## config.mk

```make
export PLATFORM = sky130hd
export DESIGN_NAME = base_reloc_table_parser
export DESIGN_NICKNAME = d
export VERILOG_FILES = /design/src/rtl/brp_pkg.sv /design/src/rtl/brp_queue.sv /design/src/rtl/brp_front.sv /design/src/rtl/brp_back.sv /design/src/rtl/base_reloc_table_parser.sv
export SDC_FILE = /design/constraint.sdc
export NUM_CORES = 1
export LEC_CHECK = 0
export BUFFER_PORTS_ARGS = -buffer_cell sky130_fd_sc_hd__buf_2
export CORE_MARGIN = 1
export CORE_UTILIZATION = 63
export CTS_CLUSTER_SIZE = 12
export DETAILED_ROUTE_END_ITERATION = 8
export GPL_TIMING_DRIVEN = 0
export PLACE_DENSITY_LB_ADDON = 0.12
export RECOVER_POWER = 50
export REMOVE_ABC_BUFFERS = 1
export SLEW_MARGIN = 40
export SYNTH_ARGS = -nofsm -noshare
export SYNTH_HDL_FRONTEND = slang
export SYNTH_SLANG_ARGS = --single-unit
```

## constraint.sdc

```tcl
create_clock -name aclk -period 9.78 [get_ports aclk]
set_clock_uncertainty 0.1 [all_clocks]
set_input_delay 0.978 -clock aclk [delete_from_list [all_inputs] [get_ports aclk]]
set_output_delay 0.978 -clock aclk [all_outputs]
set_load 0.01 [all_outputs]
```

## src/rtl/brp_pkg.sv

```systemverilog
`default_nettype none

package brp_pkg;

    // Fixed field widths
    localparam int BRP_POSITION_BITS = 24;
    localparam int BRP_CFG_BITS      = 24;
    localparam int BRP_HALF_BITS     = 16;
    localparam int BRP_ADDR_BITS     = 32;
    localparam int BRP_OFFSET_BITS   = 12;
    localparam int BRP_TYPE_BITS     = 4;
    localparam int BRP_STATUS_BITS   = 3;

    // Table layout
    localparam int BRP_HEADER_BYTES  = 8;
    localparam int BRP_ENTRY_BYTES   = 2;

    // Entry types
    localparam logic [BRP_TYPE_BITS-1:0] BRP_TYPE_PAD   = 4'd0;
    localparam logic [BRP_TYPE_BITS-1:0] BRP_TYPE_RELOC = 4'd3;

    // Request queue between parser and output stage
    localparam int BRP_QUEUE_DEPTH = 4;
    localparam int BRP_QPTR_BITS   = $clog2(BRP_QUEUE_DEPTH);
    localparam int BRP_QCNT_BITS   = $clog2(BRP_QUEUE_DEPTH + 1);

    typedef enum logic [BRP_STATUS_BITS-1:0] {
        BRP_ST_RELOC    = 3'd0,
        BRP_ST_END      = 3'd1,
        BRP_ST_BAD_SIZE = 3'd2,
        BRP_ST_BAD_TYPE = 3'd3,
        BRP_ST_PAST_END = 3'd4
    } brp_status_t;

    // One result request from the parser
    typedef struct packed {
        logic [BRP_ADDR_BITS-1:0]   page;
        logic [BRP_OFFSET_BITS-1:0] offset;
        brp_status_t                status;
        logic                       table_end;
    } brp_req_t;

endpackage

`default_nettype wire

```

## src/rtl/brp_queue.sv

```systemverilog
`default_nettype none

module brp_queue (
    input  wire logic              aclk,
    input  wire logic              aresetn,
    input  wire logic              push,
    input  wire brp_pkg::brp_req_t push_req,
    input  wire logic              pop,
    output brp_pkg::brp_req_t      head_req,
    output logic                   full,
    output logic                   empty
);
    import brp_pkg::*;

    brp_req_t                 slot_reg [BRP_QUEUE_DEPTH];
    logic [BRP_QPTR_BITS-1:0] wr_ptr_reg, wr_ptr_next;
    logic [BRP_QPTR_BITS-1:0] rd_ptr_reg, rd_ptr_next;
    logic [BRP_QCNT_BITS-1:0] count_reg, count_next;

    assign full     = (count_reg == BRP_QCNT_BITS'(BRP_QUEUE_DEPTH));
    assign empty    = (count_reg == '0);
    assign head_req = slot_reg[rd_ptr_reg];

    // Advance pointers with wrap at the queue depth
    always_comb begin
        wr_ptr_next = wr_ptr_reg;
        rd_ptr_next = rd_ptr_reg;
        count_next  = count_reg;
        if (push) begin
            wr_ptr_next = (wr_ptr_reg == BRP_QPTR_BITS'(BRP_QUEUE_DEPTH - 1)) ?
                          '0 : wr_ptr_reg + 1'b1;
        end
        if (pop) begin
            rd_ptr_next = (rd_ptr_reg == BRP_QPTR_BITS'(BRP_QUEUE_DEPTH - 1)) ?
                          '0 : rd_ptr_reg + 1'b1;
        end
        if (push && !pop) begin
            count_next = count_reg + 1'b1;
        end else if (pop && !push) begin
            count_next = count_reg - 1'b1;
        end
    end

    always_ff @(posedge aclk) begin
        if (!aresetn) begin
            wr_ptr_reg <= '0;
            rd_ptr_reg <= '0;
            count_reg  <= '0;
        end else begin
            wr_ptr_reg <= wr_ptr_next;
            rd_ptr_reg <= rd_ptr_next;
            count_reg  <= count_next;
        end
    end

    // Store the request
    always_ff @(posedge aclk) begin
        if (push) begin
            slot_reg[wr_ptr_reg] <= push_req;
        end
    end

endmodule

`default_nettype wire

```

## src/rtl/brp_front.sv

```systemverilog
`default_nettype none

module brp_front #(
    parameter int POSITION_BITS = brp_pkg::BRP_POSITION_BITS
) (
    input  wire logic                             aclk,
    input  wire logic                             aresetn,
    input  wire logic [brp_pkg::BRP_CFG_BITS-1:0] table_bytes,
    input  wire logic                             in_take,
    input  wire logic [brp_pkg::BRP_HALF_BITS-1:0] half_word,
    output logic                                  push,
    output brp_pkg::brp_req_t                     push_req
);
    import brp_pkg::*;

    localparam int PW1 = POSITION_BITS + 1;
    localparam int BW  = ((POSITION_BITS > BRP_ADDR_BITS) ? POSITION_BITS : BRP_ADDR_BITS) + 1;

    typedef enum logic [4:0] {
        PH_ADDR_LO = 5'b00001,
        PH_ADDR_HI = 5'b00010,
        PH_SIZE_LO = 5'b00100,
        PH_SIZE_HI = 5'b01000,
        PH_ENTRY   = 5'b10000
    } phase_t;

    phase_t                     phase_reg, phase_next;
    logic [POSITION_BITS-1:0]   pos_reg, pos_next;
    logic [POSITION_BITS-1:0]   left_reg, left_next;
    logic [BRP_ADDR_BITS-1:0]   page_reg, page_next;
    logic [BRP_HALF_BITS-1:0]   size_lo_reg, size_lo_next;
    logic                       fin_reg, fin_next;

    logic [POSITION_BITS-1:0]   tbl;
    logic [POSITION_BITS-1:0]   pos_inc;
    logic [BRP_ADDR_BITS-1:0]   size_val;
    logic [BRP_ADDR_BITS-1:0]   size_body;
    logic [BRP_TYPE_BITS-1:0]   entry_type;
    logic                       hdr_end;
    logic                       blk_end;
    logic                       size_bad;
    logic                       size_past;
    logic                       blk_done;
    logic                       reloc;
    logic                       err;

    // Table length at position width
    assign tbl     = POSITION_BITS'(table_bytes);
    assign pos_inc = pos_reg + POSITION_BITS'(BRP_ENTRY_BYTES);

    // At most a header's worth of bytes left, before and after this halfword
    assign hdr_end = ({1'b0, tbl} <= ({1'b0, pos_reg} + PW1'(BRP_HEADER_BYTES)));
    assign blk_end = ({1'b0, tbl} <= ({1'b0, pos_inc} + PW1'(BRP_HEADER_BYTES)));

    // Block size checks
    assign size_val   = {half_word, size_lo_reg};
    assign size_body  = size_val - BRP_ADDR_BITS'(BRP_HEADER_BYTES);
    assign size_bad   = (size_val < BRP_ADDR_BITS'(BRP_HEADER_BYTES)) || (size_val[1:0] != 2'b00);
    assign size_past  = ((BW'(pos_inc) + BW'(size_body)) > BW'(tbl));
    assign entry_type = half_word[BRP_HALF_BITS-1 -: BRP_TYPE_BITS];

    // Parse one halfword
    always_comb begin
        phase_next   = phase_reg;
        pos_next     = pos_reg;
        left_next    = left_reg;
        page_next    = page_reg;
        size_lo_next = size_lo_reg;
        fin_next     = fin_reg;
        blk_done     = 1'b0;
        reloc        = 1'b0;
        err          = 1'b0;
        push         = 1'b0;
        push_req     = '{page: '0, offset: '0, status: BRP_ST_END, table_end: 1'b0};

        if (in_take && !fin_reg) begin
            if ((phase_reg == PH_ADDR_LO) && hdr_end) begin
                push     = 1'b1;
                push_req = '{page: '0, offset: '0, status: BRP_ST_END, table_end: 1'b1};
                fin_next = 1'b1;
            end else begin
                pos_next = pos_inc;
                unique case (phase_reg)
                    PH_ADDR_LO: begin
                        page_next  = {{(BRP_ADDR_BITS-BRP_HALF_BITS){1'b0}}, half_word};
                        phase_next = PH_ADDR_HI;
                    end
                    PH_ADDR_HI: begin
                        page_next  = {half_word, page_reg[BRP_HALF_BITS-1:0]};
                        phase_next = PH_SIZE_LO;
                    end
                    PH_SIZE_LO: begin
                        size_lo_next = half_word;
                        phase_next   = PH_SIZE_HI;
                    end
                    PH_SIZE_HI: begin
                        if (size_bad) begin
                            err      = 1'b1;
                            push_req = '{page: '0, offset: '0, status: BRP_ST_BAD_SIZE,
                                         table_end: 1'b1};
                        end else if (size_past) begin
                            err      = 1'b1;
                            push_req = '{page: '0, offset: '0, status: BRP_ST_PAST_END,
                                         table_end: 1'b1};
                        end else begin
                            left_next  = POSITION_BITS'(size_body);
                            phase_next = PH_ENTRY;
                            blk_done   = (size_body == '0);
                        end
                    end
                    PH_ENTRY: begin
                        if (entry_type == BRP_TYPE_RELOC) begin
                            reloc = 1'b1;
                        end else if (entry_type != BRP_TYPE_PAD) begin
                            err      = 1'b1;
                            push_req = '{page: '0, offset: '0, status: BRP_ST_BAD_TYPE,
                                         table_end: 1'b1};
                        end
                        if (!err) begin
                            left_next = (left_reg >= POSITION_BITS'(BRP_ENTRY_BYTES)) ?
                                        left_reg - POSITION_BITS'(BRP_ENTRY_BYTES) : '0;
                            blk_done  = (left_next == '0);
                        end
                    end
                    default: begin
                        phase_next = PH_ADDR_LO;
                    end
                endcase

                // Drop the parse on an error
                if (err) begin
                    push     = 1'b1;
                    fin_next = 1'b1;
                end else begin
                    if (blk_done) begin
                        phase_next = PH_ADDR_LO;
                    end
                    if (blk_done && blk_end) begin
                        push     = 1'b1;
                        fin_next = 1'b1;
                        push_req = reloc ?
                            '{page: page_reg, offset: half_word[BRP_OFFSET_BITS-1:0],
                              status: BRP_ST_RELOC, table_end: 1'b1} :
                            '{page: '0, offset: '0, status: BRP_ST_END, table_end: 1'b1};
                    end else if (reloc) begin
                        push     = 1'b1;
                        push_req = '{page: page_reg, offset: half_word[BRP_OFFSET_BITS-1:0],
                                     status: BRP_ST_RELOC, table_end: 1'b0};
                    end
                end
            end
        end
    end

    always_ff @(posedge aclk) begin
        if (!aresetn) begin
            phase_reg <= PH_ADDR_LO;
            pos_reg   <= '0;
            fin_reg   <= 1'b0;
        end else begin
            phase_reg <= phase_next;
            pos_reg   <= pos_next;
            fin_reg   <= fin_next;
        end
    end

    // Hold block data
    always_ff @(posedge aclk) begin
        left_reg    <= left_next;
        page_reg    <= page_next;
        size_lo_reg <= size_lo_next;
    end

endmodule

`default_nettype wire

```

## src/rtl/brp_back.sv

```systemverilog
`default_nettype none

module brp_back (
    input  wire logic                                aclk,
    input  wire logic                                aresetn,
    input  wire logic                                q_empty,
    input  wire brp_pkg::brp_req_t                   q_head,
    output logic                                     q_pop,
    output logic [brp_pkg::BRP_ADDR_BITS-1:0]        reloc_address,
    output logic [brp_pkg::BRP_STATUS_BITS-1:0]      status,
    output logic                                     table_end,
    output logic                                     out_valid,
    input  wire logic                                out_ready
);
    import brp_pkg::*;

    logic                         valid_reg;
    logic [BRP_ADDR_BITS-1:0]     addr_reg;
    logic [BRP_STATUS_BITS-1:0]   status_reg;
    logic                         end_reg;

    // Advance when the output slot is free or being taken
    assign q_pop = !q_empty && (!valid_reg || out_ready);

    always_ff @(posedge aclk) begin
        if (!aresetn) begin
            valid_reg <= 1'b0;
        end else if (q_pop) begin
            valid_reg <= 1'b1;
        end else if (out_ready) begin
            valid_reg <= 1'b0;
        end
    end

    // Form the address: page plus offset, zero for non-relocation requests
    always_ff @(posedge aclk) begin
        if (q_pop) begin
            addr_reg   <= q_head.page + BRP_ADDR_BITS'(q_head.offset);
            status_reg <= q_head.status;
            end_reg    <= q_head.table_end;
        end
    end

    assign out_valid     = valid_reg;
    assign reloc_address = addr_reg;
    assign status        = status_reg;
    assign table_end     = end_reg;

endmodule

`default_nettype wire

```

## src/rtl/base_reloc_table_parser.sv

```systemverilog
// Base relocation table parser.
// Input channel s_*: one little-endian halfword of the table per request,
// in table order. Result channel m_*: one result per relocation entry; the
// final result has m_table_end set and an end, error or relocation status.
// Config channel cfg_*: table length in bytes; always ready. The table length
// is to be written only while idle; the block itself does not enforce this.
// Throughput: one halfword per cycle while the queue has room. The parser
// decides each halfword in the cycle it is accepted and queues any result in
// a 4-entry request queue, written at the edge that accepts the halfword; the
// output register loads the queue head's page plus offset when free or taken.
// When m_ready is held low the queue fills and s_ready drops after 4 pending
// results plus the one in the output register; halfwords that give no result
// keep flowing while the queue has room.
// After the final result, halfwords are still accepted and dropped.
// Reset (aresetn low, synchronous) clears the parse position and state,
// the table length, the queue and the output valid flag.
`default_nettype none

module base_reloc_table_parser #(
    parameter int POSITION_BITS = brp_pkg::BRP_POSITION_BITS
) (
    input  wire logic                                 aclk,
    input  wire logic                                 aresetn,
    input  wire logic                                 cfg_valid,
    output logic                                      cfg_ready,
    input  wire logic [brp_pkg::BRP_CFG_BITS-1:0]     cfg_table_bytes,
    input  wire logic                                 s_valid,
    output logic                                      s_ready,
    input  wire logic [brp_pkg::BRP_HALF_BITS-1:0]    s_half_word,
    output logic                                      m_valid,
    input  wire logic                                 m_ready,
    output logic [brp_pkg::BRP_ADDR_BITS-1:0]         m_reloc_address,
    output logic [brp_pkg::BRP_STATUS_BITS-1:0]       m_status,
    output logic                                      m_table_end
);
    import brp_pkg::*;

    logic [BRP_CFG_BITS-1:0] table_bytes_reg;
    logic                    push;
    brp_req_t                push_req;
    brp_req_t                head_req;
    logic                    q_full;
    logic                    q_empty;
    logic                    q_pop;

    // Table length register
    assign cfg_ready = 1'b1;
    always_ff @(posedge aclk) begin
        if (!aresetn) begin
            table_bytes_reg <= '0;
        end else if (cfg_valid) begin
            table_bytes_reg <= cfg_table_bytes;
        end
    end

    assign s_ready = !q_full;

    brp_front #(
        .POSITION_BITS (POSITION_BITS)
    ) u_front (
        .aclk        (aclk),
        .aresetn     (aresetn),
        .table_bytes (table_bytes_reg),
        .in_take     (s_valid && s_ready),
        .half_word   (s_half_word),
        .push        (push),
        .push_req    (push_req)
    );

    brp_queue u_queue (
        .aclk     (aclk),
        .aresetn  (aresetn),
        .push     (push),
        .push_req (push_req),
        .pop      (q_pop),
        .head_req (head_req),
        .full     (q_full),
        .empty    (q_empty)
    );

    brp_back u_back (
        .aclk          (aclk),
        .aresetn       (aresetn),
        .q_empty       (q_empty),
        .q_head        (head_req),
        .q_pop         (q_pop),
        .reloc_address (m_reloc_address),
        .status        (m_status),
        .table_end     (m_table_end),
        .out_valid     (m_valid),
        .out_ready     (m_ready)
    );

endmodule

`default_nettype wire

```

Word-level counts from Yosys, hierarchy flattened
Memory sizes are Yosys's and may differ from the RTL's. A register that Yosys moved wholly into a read port is not among the register bits.
Cells that the tools add are included.
{"block": "totals", "ramBits": 192, "mem_count": 1, "input_bits": 45, "register_bits": 170}
{"block": "op_classes", "n_lt_le_gt_ge": 5, "n_addsub": 11, "n_eq_ne": 12, "bitwise_logic": 2, "n_reduce_logical": 31, "mux": 60}
{"memory": "u_queue.slot_reg", "depth": 4, "width": 48, "read_ports": 1, "rd_ports_with_merged_regs": 1, "wr": 1, "line_no": "brp_queue.sv:15", "text": "brp_req_t slot_reg [BRP_QUEUE_DEPTH];"}
{"op": "48-bit two-way mux", "n": 8}
{"op": "24-bit two-way mux", "n": 4}
{"op": "48-bit case mux with 2 select lines", "n": 1}
{"op": "32-bit case mux with 2 select lines", "n": 1}
{"op": "24-bit by 4-bit adder with 25-bit output (second input constant)", "n": 2}
{"op": "24-bit by 25-bit <= comparator with 1-bit output", "n": 2}
{"op": "24-bit case mux with 2 select lines", "n": 1}
{"op": "24-bit by 32-bit adder with 33-bit output", "n": 1}
{"op": "33-bit by 24-bit greater-than comparator with 1-bit output", "n": 1}
{"op": "32-bit by 12-bit adder with 32-bit output", "n": 1}
{"op": "32-bit logical NOT", "n": 1}
{"op": "32-bit by 4-bit < comparator with 1-bit output (second input constant)", "n": 1}
{"op": "32-bit by 4-bit subtractor with 32-bit output (second input constant)", "n": 1}
{"op": "1-bit two-way mux", "n": 30}
{"op": "5-bit case mux with 5 select lines", "n": 1}
{"op": "24-bit by 2-bit adder with 24-bit output (second input constant)", "n": 1}
{"op": "24-bit by 2-bit >= comparator with 1-bit output (second input constant)", "n": 1}
{"op": "24-bit logical NOT", "n": 1}
{"op": "24-bit by 2-bit subtractor with 24-bit output (second input constant)", "n": 1}
{"op": "5-bit two-way mux", "n": 4}
{"op": "2-bit nonzero test", "n": 5}
{"op": "3-bit two-way mux", "n": 3}
{"op": "2-bit two-way mux", "n": 4}
{"op": "1-bit logical AND", "n": 7}
{"op": "24 further kinds", "n": 38}

Logic depth before layout (Yosys ltp)
{"block": "logic_depth", "depth_word": 19, "ltp_mapped": 35, "depth_no_buf": 33}

Cells and area by module
Synthesis repeated with hierarchy kept, for this count alone.
{"block": "hier_totals", "hier_cells": 1773, "area_unflattened_um2": 20588.5}
{"module": "brp_front", "cells_each": 1223, "area_each_um2": 10162.2, "instances": 1}
{"module": "brp_queue", "cells_each": 294, "area_each_um2": 7375.8, "instances": 1}
{"module": "brp_back", "cells_each": 175, "area_each_um2": 2099.5, "instances": 1}
{"module": "base_reloc_table_parser", "cells_each": 81, "area_each_um2": 950.9, "instances": 1}

Least setup slack after synthesis
No wires, ideal clock.
{"block": "synth_path", "path_kind": "input to register", "startpoint": "input port s_half_word[1] (netlist name)", "endpoint": "memory u_queue.slot_reg[0][0] (netlist name) (enable)", "t_arrival_ps": 6274, "path_slack_ps": 2996, "setup_ps": 410, "stages": 24, "t_required_ps": 9270, "path_cell_list": "nor4_2 > nand4_1 > buf_2 > xnor2_1 > ha_1 > clkbuf_1 > and3_1 > nand2_1 > o21a_1 > o21ai_0 > a21o_1 > a221oi_1 > xnor2_1 > ha_1 > nand3_1 > nor2_1 > nand2_1 > nor4_1 > nor2_1 > a31oi_1 > a32o_2 > a31oi_4 > a41oi_4 > and2_1"}
{"block": "synth_via", "elab_chain_cells": 15, "word_cells_on_any_way": 23, "cone_classes": "add/sub (2); order compare (2); mux (16); reduce/logical (3)"}
{"item": "start: declaration", "line_no": "base_reloc_table_parser.sv:29", "text": "input wire logic [brp_pkg::BRP_HALF_BITS-1:0] s_half_word,"}
{"item": "32-bit by 4-bit subtractor with 32-bit output", "line_no": "brp_front.sv:57", "text": "assign size_body = size_val - BRP_ADDR_BITS'(BRP_HEADER_BYTES);"}
{"item": "24-bit by 32-bit adder with 33-bit output", "line_no": "brp_front.sv:59", "text": "assign size_past = ((BW'(pos_inc) + BW'(size_body)) > BW'(tbl));"}
{"item": "33-bit by 24-bit greater-than comparator with 1-bit output", "line_no": "brp_front.sv:59"}
{"item": "1-bit two-way mux", "line_no": "brp_front.sv:101", "text": "end else if (size_past) begin"}
{"item": "1-bit two-way mux", "line_no": "brp_front.sv:97", "text": "if (size_bad) begin"}
{"item": "1-bit case mux with 2 select lines", "line_no": "brp_front.sv:83", "text": "unique case (phase_reg)"}
{"item": "1-bit two-way mux", "line_no": "brp_front.sv:77", "text": "if ((phase_reg == PH_ADDR_LO) && hdr_end) begin"}
{"item": "1-bit two-way mux", "line_no": "brp_front.sv:76", "text": "if (in_take && !fin_reg) begin"}
{"item": "1-bit logical AND", "line_no": "brp_front.sv:138", "text": "if (blk_done && blk_end) begin"}
{"item": "1-bit two-way mux", "line_no": "brp_front.sv:138"}
{"item": "1-bit two-way mux (*)", "line_no": "brp_front.sv:131", "text": "if (err) begin"}
{"item": "1-bit two-way mux (*)", "line_no": "brp_front.sv:77"}
{"item": "1-bit two-way mux (*)", "line_no": "brp_front.sv:76"}
{"item": "named net push", "line_no": "base_reloc_table_parser.sv:39", "text": "logic push;"}
{"item": "1-bit two-way mux (*)", "line_no": "brp_queue.sv:58", "text": "if (push) begin"}
{"item": "1-bit two-way mux (not written as such) (*)", "line_no": "brp_queue.sv:59", "text": "slot_reg[wr_ptr_reg] <= push_req;"}
{"item": "end: declaration", "line_no": "brp_queue.sv:15"}
The timed path passes the listed nets; every way through them passes the cells marked *. The select of a mux whose other input is x is not followed.

Final worst setup path
{"block": "layout_path", "startpoint": "register u_front.pos_reg[4]", "endpoint": "register u_queue.count_reg[2]"}
{"block": "layout_via", "elab_chain_cells": 16, "word_cells_on_any_way": 28, "cone_classes": "add/sub (4); order compare (3); mux (15); reduce/logical (6)"}
{"item": "start: declaration", "line_no": "brp_front.sv:28", "text": "logic [POSITION_BITS-1:0] pos_reg, pos_next;"}
{"item": "start signal: assignment", "line_no": "brp_front.sv:162", "text": "pos_reg <= pos_next;"}
{"item": "24-bit by 2-bit adder with 24-bit output (*)", "line_no": "brp_front.sv:49", "text": "assign pos_inc = pos_reg + POSITION_BITS'(BRP_ENTRY_BYTES);"}
{"item": "named net u_front.pos_inc[15]", "line_no": "brp_front.sv:35", "text": "logic [POSITION_BITS-1:0] pos_inc;"}
{"item": "24-bit by 32-bit adder with 33-bit output", "line_no": "brp_front.sv:59"}
{"item": "33-bit by 24-bit greater-than comparator with 1-bit output", "line_no": "brp_front.sv:59"}
{"item": "1-bit two-way mux", "line_no": "brp_front.sv:101"}
{"item": "1-bit two-way mux", "line_no": "brp_front.sv:97"}
{"item": "1-bit case mux with 2 select lines", "line_no": "brp_front.sv:83"}
{"item": "1-bit two-way mux", "line_no": "brp_front.sv:77"}
{"item": "[... 2 more ...]"}
{"item": "1-bit two-way mux", "line_no": "brp_front.sv:138"}
{"item": "1-bit two-way mux (*)", "line_no": "brp_front.sv:131"}
{"item": "1-bit two-way mux (*)", "line_no": "brp_front.sv:77"}
{"item": "1-bit two-way mux (*)", "line_no": "brp_front.sv:76"}
{"item": "named net push", "line_no": "base_reloc_table_parser.sv:39"}
{"item": "1-bit logical NOT", "line_no": "brp_queue.sv:39", "text": "end else if (pop && !push) begin"}
{"item": "1-bit logical AND", "line_no": "brp_queue.sv:39"}
{"item": "2-bit nonzero test (no source line)"}
{"item": "end signal: assignment", "line_no": "brp_queue.sv:52", "text": "count_reg <= count_next;"}
{"item": "end: declaration", "line_no": "brp_queue.sv:18", "text": "logic [BRP_QCNT_BITS-1:0] count_reg, count_next;"}
Marked as above.
A chain may end at the register's enable or synchronous reset.

==> summary.md <==
| Metric | Value |
|---|---|
| Distinct cells, synth | 90 |
| Dpl hpwl | around 34,000 µm |
| Largest register FFs | 192 |
| CTS Sinks | 363 |
| Seq cells post-synth | roughly 360 |
| Dominant synthesized flop cell | edfxtp_1 |
| Commonest non-fill, non-tap cell in the layout | edfxtp_1 |
| Max frequency | around 120 MHz |
| Row count | 65 |
| CTS clock-pin slew for the worst setup and hold paths | 0.06 ns |
| Layout cells sized above 1 | 0.0933 |
| Largest family of logic cells by synthesized area | simple AND/OR/NAND/NOR gates |
| Synth top area share | 0.438 |
| Syn. warnings | 0 |
| Tmin final | 8.27 ns |
| Worst skew pair latency | between 0.5 and 0.6 ns |
| Design area | 22,600 µm² |
| Initial core utilization | 0.646 |
| Number of global-route vias before repair | 14,100 |
| H-tree levels | 2 |
| Die Width | 183 µm |
| Initial DRC count | 1,157 |
| Remaining DRCs | 0 |
| Hold-fix buffers, CTS | 0 |
| CTS resizes | 0 |
| Area growth syn-to-layout | 9.69% |
| Root Buffer | clkbuf_16 |
| Gate Count Post-Synth | 1,811 |
| # nets final | around 2,000 |
| Endpoint of the worst hold path | u_front.fin_reg |
| Final setup fails | 0 |
| Fin util | 0.708 |
| CP endpoint kind | flip-flop |
| Number of antenna diodes | 0 |
| VDD IR-drop max | around 150 µV |
| Async set-reset flop share out of synthesis | 0 |
| Worst hold path type | flip-flop to flip-flop |
| Cell mode on critical path | ha_1 |
| R2R Path End | u_queue.count_reg[2] |
| RSZ-0062 raised after global routing | no |
| Total gr overflow | 0 |
| Tot GR Track Use | 0.291 |
| Crit path DAT | between 8 and 9 ns |
| Die height | 183 µm |
| Slew margin rel. | -0.463 |
| Post-Synth Simple-Gate Area | 0.162 |
| Worst path slowest cell | nor3_1 |
| Post-synthesis compound-gate area fraction | 0.0952 |
| Status | complete, but fails checks |
| Flop2flop setup slack | approximately 1.5 ns |
| Critical path class | flip-flop to flip-flop |
| Post-synth EDFFs | 300 |
| Mapped Avg Cell Area | roughly 11 µm² |
| CTS tree | built |
| XOR/XNOR share of the synthesized area | 0.0727 |
| Reg2Reg Depth | 31 |
| Max incr delay on CP | 0.63 ns |
| Pwr dens | 211 nW/µm² |
| Vias/cell | 6.15 |
| Post-Syn Area | 20,600 µm² |
| Post-synthesis mux area share | 0.0666 |
| First-pass GRT wire length | 75,600 µm |
| Hold depth | 1 |
| Final hold viol count | 0 |
| Via count | 14,400 |
| Final worst slack | around 1.5 ns |
| Port buffer count | 82 |
| Worst Path Max Fanout | 7 |
| DP Area | 21,600 µm² |
| Routability cong. | 0.934 |
| Fill cells | 2,300 |
| Core ar. | roughly 32,000 µm² |
| TritonRoute pass-1 iters | 5 |
| Initial antenna violation count | 0 |
| Max Transition Viols Final | 162 |
| Worst Min Path Start | u_front.fin_reg |
| Synth area leaders | edfxtp_1 44%, ha_1 7.0%, dfxtp_1 6.1% |
| Leak | 0.00798 µW |
| Leading cell types in the layout, fill and taps excluded | 300 x edfxtp_1, 126 x nand2_1, 124 x nor2_1, 116 x ha_1, 114 x xnor2_1 |
| Worst EP required | 10.14 ns |
| Sequential fraction of the synthesis area | 0.499 |
| Setup TNS | 0 ns |
| Area share of fa/ha/maj cells after synthesis | 0.0734 |
| Ports | 84 |
| Cts bufs inserted | 39 |
| Max-cap violations | 5 |
| Largest net degree at the start of global routing | 65 |
| Reg-to-reg startpoint | u_front.pos_reg[4] |
| Dpl ws | 1.84 ns |
| Clock Tree Buf Depth | 3 |
| WL per Instance | 20.3 µm |
| Final worst path period share | 0.846 |
| Worst hold slack | ~0.38 ns |
| Drt total wl | around 48,000 µm |
| CP startpoint kind | flip-flop |
| Setup bufs post-CTS | 0 |
| Post-synth top area cell | edfxtp_1 |
| Pin slew with the least headroom to its limit | 2.20 ns |
| DRT antenna net count | 0 |
| Die area | 33,400 µm² |
| Failing checks | max-capacitance violations, max-slew violations |
-- per-stage QoR --
stage,instances,total power (µW)
detailed placement,2274,3430
global route,2343,5010
global placement,2257,3350
finish,2343,4760
floorplan,1740,3000
CTS,2343,4850
-- cell usage after synthesis, types with 15 or more instances --
cell	number
edfxtp_1	300
nand2_1	126
nor2_1	126
ha_1	116
xnor2_1	114
inv_1	86
and2_1	82
a21oi_1	81
dfxtp_1	63
nor3_1	59
xor2_1	57
nor2b_1	56
o21ai_0	55
clkbuf_1	49
mux4_2	48
nand3_1	39
nand4_1	34
mux2i_1	29
a21o_1	23
o31ai_1	19
o21a_1	15
-- how the worst max path moves through the flow --
stage	from	slack, ns	end
global route	u_front.pos_reg[4]	0.81	u_queue.count_reg[2]
detailed placement	s_half_word[1]	1.84	u_queue.count_reg[2]
CTS	u_front.pos_reg[4]	1.88	u_queue.count_reg[2]
floorplan	s_half_word[1]	2.95	u_queue.slot_reg[0][0]
finish	u_front.pos_reg[4]	1.51	u_queue.count_reg[2]
global placement	s_half_word[1]	0.75	u_queue.slot_reg[1][9]
-- routing by layer --
metal / part of all wire / GRT usage / wire (µm)
met4: 0.036 / 0.106 / 1700
met3: 0.055 / 0.0379 / 2600
met5: 0 / 0 / 0
met2: 0.50 / 0.509 / 23600
met1: 0.41 / 0.374 / 19600
-- final cells by class --
cell class / count / area [µm²] / share of cell area
timing repair buffer: 99 / 533 / 0.0236
inverter: 87 / 327 / 0.0145
sequential: 363 / 10300 / 0.455
tap: 435 / 544 / 0.0241
clock buffer: 58 / 1090 / 0.0482
multi-input combinational: 1290 / 9690 / 0.429
clock inverter: 11 / 123 / 0.00543
-- worst max-delay path, delay by kind of cell, from the launching register on --
kind / cells / cell delay, ns
adder cells (fa/ha/maj): 5 / 1.68
AO/OA/AOI/OAI: 7 / 1.44
XOR/XNOR: 3 / 0.54
buffers and inverters: 2 / 0.25
AND/OR/NAND/NOR: 14 / 3.66
flip-flops: 1 / 0.51
-- report_power, final --
part	leakage, µW	internal [µW]	switching [µW]	total [µW]
sequential	0.00327	1950	103	2050
combinational	0.00413	555	737	1290
clock	0.000583	825	593	1420
-- cells by family (layout without fill, tap and decap cells) --
logic type      Yosys count  count (layout)
compound gates          293             293
xor+xnor                171             171
fa+ha+maj               119             119
buf+inv                 158             255
flops                   363             363
mux                      77              77
other cells               1               1
simple gates            629             629
(Power assumes the default switching activity.)
